===== config.mk =====
export PLATFORM = sky130hd
export DESIGN_NAME = ship_dp
export DESIGN_NICKNAME = d
export VERILOG_FILES = /design/src/rtl/ship_pkg.sv /design/src/rtl/ship_dp.sv
export SDC_FILE = /design/constraint.sdc
export NUM_CORES = 1
export LEC_CHECK = 0
export BUFFER_PORTS_ARGS = -buffer_cell sky130_fd_sc_hd__buf_2
export CORE_AREA = 2 2 251 253
export DETAILED_ROUTE_END_ITERATION = 10
export DIE_AREA = 0 0 253 255
export GPL_TIMING_DRIVEN = 0
export SLEW_MARGIN = 10
export SYNTH_ARGS = -nofsm -noshare
export SYNTH_HDL_FRONTEND = slang
export SYNTH_SLANG_ARGS = --single-unit

===== constraint.sdc =====
create_clock -name vclk -period 13.4
set_clock_uncertainty 0.2 [all_clocks]
set_input_delay 0.67 -clock vclk [all_inputs]
set_output_delay 0.67 -clock vclk [all_outputs]
set_load 0.1 [all_outputs]

===== src/rtl/ship_pkg.sv =====
// ----------------------------------------------------------------------------
// ship_pkg: shared types and constants
// Row layouts, transaction types and sizing for the replacement engine.
// ----------------------------------------------------------------------------
`default_nettype none

package ship_pkg;

    localparam int SET_COUNT     = 2048;
    localparam int SET_W         = $clog2(SET_COUNT);
    localparam int WAY_COUNT     = 16;
    localparam int WAY_W         = $clog2(WAY_COUNT);
    localparam int LEADER_COUNT  = 64;
    localparam int SIG_COUNT     = 64;
    localparam int SIG_W         = $clog2(SIG_COUNT);
    localparam int SIG_LSB       = 4;
    localparam int ADDR_LOW_W    = 16;
    localparam int SEL_W         = 10;
    localparam int SEL_THRESHOLD = 512;
    localparam int PADDR_W       = 48;
    localparam int PC_W          = 48;

    typedef enum logic {
        OP_FIND   = 1'b0,
        OP_UPDATE = 1'b1
    } t_op;

    typedef struct packed {
        t_op                   op;
        logic [SET_W-1:0]      set_idx;
        logic [WAY_W-1:0]      way;
        logic [ADDR_LOW_W-1:0] paddr_low;
        logic [SIG_W-1:0]      sig;
        logic                  hit;
        logic                  draw;
    } t_item;

    typedef struct packed {
        logic [WAY_W-1:0] victim_way;
        logic [1:0]       insert_depth;
        logic             streaming;
    } t_result;

    typedef struct packed {
        logic [WAY_COUNT-1:0][1:0]       age;
        logic [WAY_COUNT-1:0][SIG_W-1:0] sig;
    } t_blk_row;

    typedef struct packed {
        logic [SIG_COUNT-1:0][1:0] reuse;
        logic [1:0]                conf;
        logic [ADDR_LOW_W-1:0]     prev_addr;
        logic [ADDR_LOW_W-1:0]     prev_stride;
    } t_set_row;

    localparam t_blk_row BLK_RESET = '{age: '1, sig: '0};
    localparam t_set_row SET_RESET = '{reuse: {SIG_COUNT{2'b01}}, conf: '0,
                                       prev_addr: '0, prev_stride: '0};

endpackage

`default_nettype wire


===== src/rtl/ship_dp.sv =====
// ----------------------------------------------------------------------------
// ship_dp: read-modify-write datapath
// Victim search with set aging, stride detector, reuse counters, insertion.
// ----------------------------------------------------------------------------
`default_nettype none

module ship_dp (
    input  wire ship_pkg::t_item                   i_item,
    input  wire ship_pkg::t_blk_row                i_blk,
    input  wire ship_pkg::t_set_row                i_setr,
    input  wire logic [ship_pkg::SEL_W-1:0]        i_sel,
    output ship_pkg::t_blk_row                     o_blk,
    output ship_pkg::t_set_row                     o_setr,
    output ship_pkg::t_result                      o_res
);

    always_comb begin
        logic [ship_pkg::ADDR_LOW_W-1:0] stride;
        logic [1:0]                      conf;
        logic                            strm;
        logic [1:0]                      mx;
        logic [1:0]                      dlt;
        logic [ship_pkg::WAY_W-1:0]      vic;
        logic [2:0]                      sum;
        logic [ship_pkg::SIG_W-1:0]      osig;
        logic [1:0]                      cnt;
        logic [1:0]                      bim;
        logic [1:0]                      dep;

        o_blk  = i_blk;
        o_setr = i_setr;
        o_res  = '0;

        stride = i_item.paddr_low - i_setr.prev_addr;
        conf   = i_setr.conf;
        if (stride == i_setr.prev_stride && stride != '0) begin
            if (conf != 2'd3) conf = conf + 2'd1;
        end else if (conf != 2'd0) begin
            conf = conf - 2'd1;
        end
        strm = conf[1];

        mx = 2'd0;
        for (int w = 0; w < ship_pkg::WAY_COUNT; w++) begin
            if (i_blk.age[w] > mx) mx = i_blk.age[w];
        end
        dlt = 2'd3 - mx;
        vic = '0;
        for (int w = ship_pkg::WAY_COUNT - 1; w >= 0; w--) begin
            if (i_blk.age[w] == mx) vic = ship_pkg::WAY_W'(w);
        end

        bim  = i_item.draw ? 2'd2 : 2'd3;
        dep  = 2'd0;
        osig = i_blk.sig[i_item.way];
        cnt  = 2'd0;
        sum  = 3'd0;

        if (i_item.op == ship_pkg::OP_FIND) begin
            for (int w = 0; w < ship_pkg::WAY_COUNT; w++) begin
                sum = {1'b0, i_blk.age[w]} + {1'b0, dlt};
                o_blk.age[w] = (sum > 3'd3) ? 2'd3 : sum[1:0];
            end
            o_res.victim_way = vic;
        end else begin
            o_setr.conf        = conf;
            o_setr.prev_stride = stride;
            o_setr.prev_addr   = i_item.paddr_low;
            o_res.streaming    = strm;
            if (i_item.hit) begin
                cnt = i_setr.reuse[i_item.sig];
                if (cnt != 2'd3) o_setr.reuse[i_item.sig] = cnt + 2'd1;
                o_blk.age[i_item.way] = 2'd0;
            end else begin
                if (i_setr.reuse[osig] != 2'd0) begin
                    o_setr.reuse[osig] = i_setr.reuse[osig] - 2'd1;
                end
                o_blk.sig[i_item.way] = i_item.sig;
                if (i_item.set_idx < ship_pkg::SET_W'(ship_pkg::LEADER_COUNT)) begin
                    dep = 2'd3;
                end else if (i_item.set_idx >= ship_pkg::SET_W'(ship_pkg::SET_COUNT
                                                 - ship_pkg::LEADER_COUNT)) begin
                    dep = bim;
                end else begin
                    dep = (i_sel >= ship_pkg::SEL_W'(ship_pkg::SEL_THRESHOLD)) ? 2'd3 : bim;
                end
                cnt = o_setr.reuse[i_item.sig];
                if (strm) begin
                    dep = 2'd3;
                end else if (cnt >= 2'd2) begin
                    dep = 2'd1;
                end
                o_blk.age[i_item.way] = dep;
                o_res.insert_depth    = dep;
            end
        end
    end

endmodule

`default_nettype wire


==> results.md <==
- Post-synth top area share: 9.817%
- Slew headroom: 1.874%
- Seq_cells: 0
- Top Ports: 637
- Initial Utilization: 23.07%
- Largest net degree at the start of global routing: 17
- Core Area: 62160 sq um
- Syn Area/Cell: 6.700 sq um
- IO Port Bufs: 621
- Max cap viols: 1
- First-pass GRT wire length: 165.7 mm
- Syn Inst Count: 2140
- Tcrit/Tclk final: 106.2%
- Via-to-Cell Ratio: 6.405
- Die width: 253 um
- Total iterations of the first detailed-routing run: 6
- Register area share after synthesis: 0%
- Status: complete, but fails checks
- Max incr delay on CP: 380 ps
- Fillers: 6917
- Initial antenna violation count: 13
- Grt ovf: 0
- Failing checks: max-capacitance violations, negative setup slack
- Layout net count: 3267
- Total Routing Usage GR: 35.88%
- Upper clock frequency limit: 70.24 MHz
- Mapped Nets: 2591
- Final WL: 123.3 mm
- Share of cells above drive strength 1: 36.60%
- Most Frequent Cell on Critical Path: buf_4
- Hold Path Class: in2out
- Post-Syn Area: 14340 sq um
- RSZ-0062 raised after global routing: true
- Arrival time at the worst endpoint: 13370 ps
- Post-layout min period: 14240 ps
- Post-layout util: 32.37%
- HPWL Detailed: 100.3 mm
- GPL Wtd Cong: 1.102
- Clock buf count: 0
- Via count: 23194
- CP endpoint kind: output port
- Yosys warns: 0
- Slowest CP cell: mux2i_4
- Worst Slack Setup Final: -836.5 ps
- Die footprint: 64520 sq um
- WP data required: 12530 ps
- Final hold vios: 0
- 1st-iter DRT viols: 3539
- Cell variety after synth: 80
- Setup crit start kind: input pin
- Multi-input gate area: 13980 sq um
- Antenna Nets Post-Route: 0
- Register area: 0 sq um
- Synth area leader: mux2_2
- Vias in the first global route: 21657
- Hold_ws: 1625 ps
- Final Setup Violations: 36
- Synth top area cells: mux2_2 9.8%, ha_1 8.3%, a21oi_1 6.4%, nand2_1 6.2%, a22o_1 4.3%
- Area growth syn-to-layout: 40.34%
- Worst Max-Slew Pin Slew: 1460 ps
- Critical path class: in2out
- Routed wire per std cell: 34.04 um
- Rows: 92
- Final Max Tran Viols: 0
- CP max FO: 4
- Chip height: 255 um
- DRC errors left: 0
- # hold bufs at CTS: 0
- Total negative slack: -17680 ps
==> worst max-delay path, delay by kind of cell <==
family	cells	cell delay, ps
simple gates	13	1320
buf+inv	21	1920
fa+ha+maj	15	3750
compound gates	38	4990
mux	2	710
==> per-stage QoR <==
step	std cells	instance area [sq um]	setup WS (ps)
6_report	3621	20120	-836.5
5_1_grt	3617	20110	-1531
4_1_cts	3603	19840	-842.7
3_5_place_dp	3564	18910	-2286
3_3_place_gp	3560	18830	-2107
2_1_floorplan	2140	14730	-343.0
==> routing by layer <==
metal	wire [um]	global-route usage [%]	vias to the layer above
li1	-	-	9628
met3	17450	12.15	448
met1	47410	45.99	11102
met2	50230	52.68	2008
met5	51	0	-
met4	8122	19.49	8
==> path summary, 6_finish.rpt <==
kind / startpoint / endpoint / slack (ps) / cells after the start
min: i_blk[125] / o_blk[125] / 1630 / 4
max: i_blk[97] / o_res[3] / -840 / 89
==> cells in the mapped netlist, types with 17 or more instances <==
cell and n:
a21oi_1 183, nor3_1 48, inv_1 103, and2_1 32
clkbuf_1 155, mux4_2 24, o211ai_1 42, nor2_1 158
o221ai_1 47, a22o_1 70, mux2_2 125, o31ai_1 51
o22ai_1 90, nand3_1 35, ha_1 95, nand4_1 23
buf_2 20, o21ai_1 19, mux2i_1 60, a31oi_1 63
nand2b_1 47, o21ai_0 86, a211oi_1 17, a22oi_1 52
a221oi_1 50, nand2_1 236
==> repair_timing <==
item / 4_1_cts / 5_1_grt
endpoints found under the setup margin: 36 / 36
setup buffers: 39 / 11
pin swaps: 71 / 58
gates resized for setup: 169 / 45
hold endpoints to repair: 0 / 0
==> cells by family after synthesis <==
family / after synthesis / synth area share, %
fa+ha+maj: 111 / 10.52
simple gates: 665 / 22.33
xor+xnor: 31 / 1.894
mux: 209 / 17.77
compound gates: 827 / 39.14
buf+inv: 297 / 8.342
==> cells in the final DEF (no fill, tap or decap), types with 55 or more instances in the layout <==
master      n
a31oi_1    55
buf_2     601
clkbuf_1  155
nor2_1    143
o21ai_0    69
inv_1      88
nand2_1   235
o22ai_1    78
ha_1       80
mux2_2    124
a21oi_1   164
buf_4      59
a22o_1     70
mux2i_1    59
==> layout make-up <==
class,instances,area share (%)
Inverter,104,2.039
Buffer,193,4.004
Timing Repair Buffer,674,19.43
Antenna cell,8,0.09948
Multi-Input combinational cell,1843,69.46
Tap cell,799,4.968
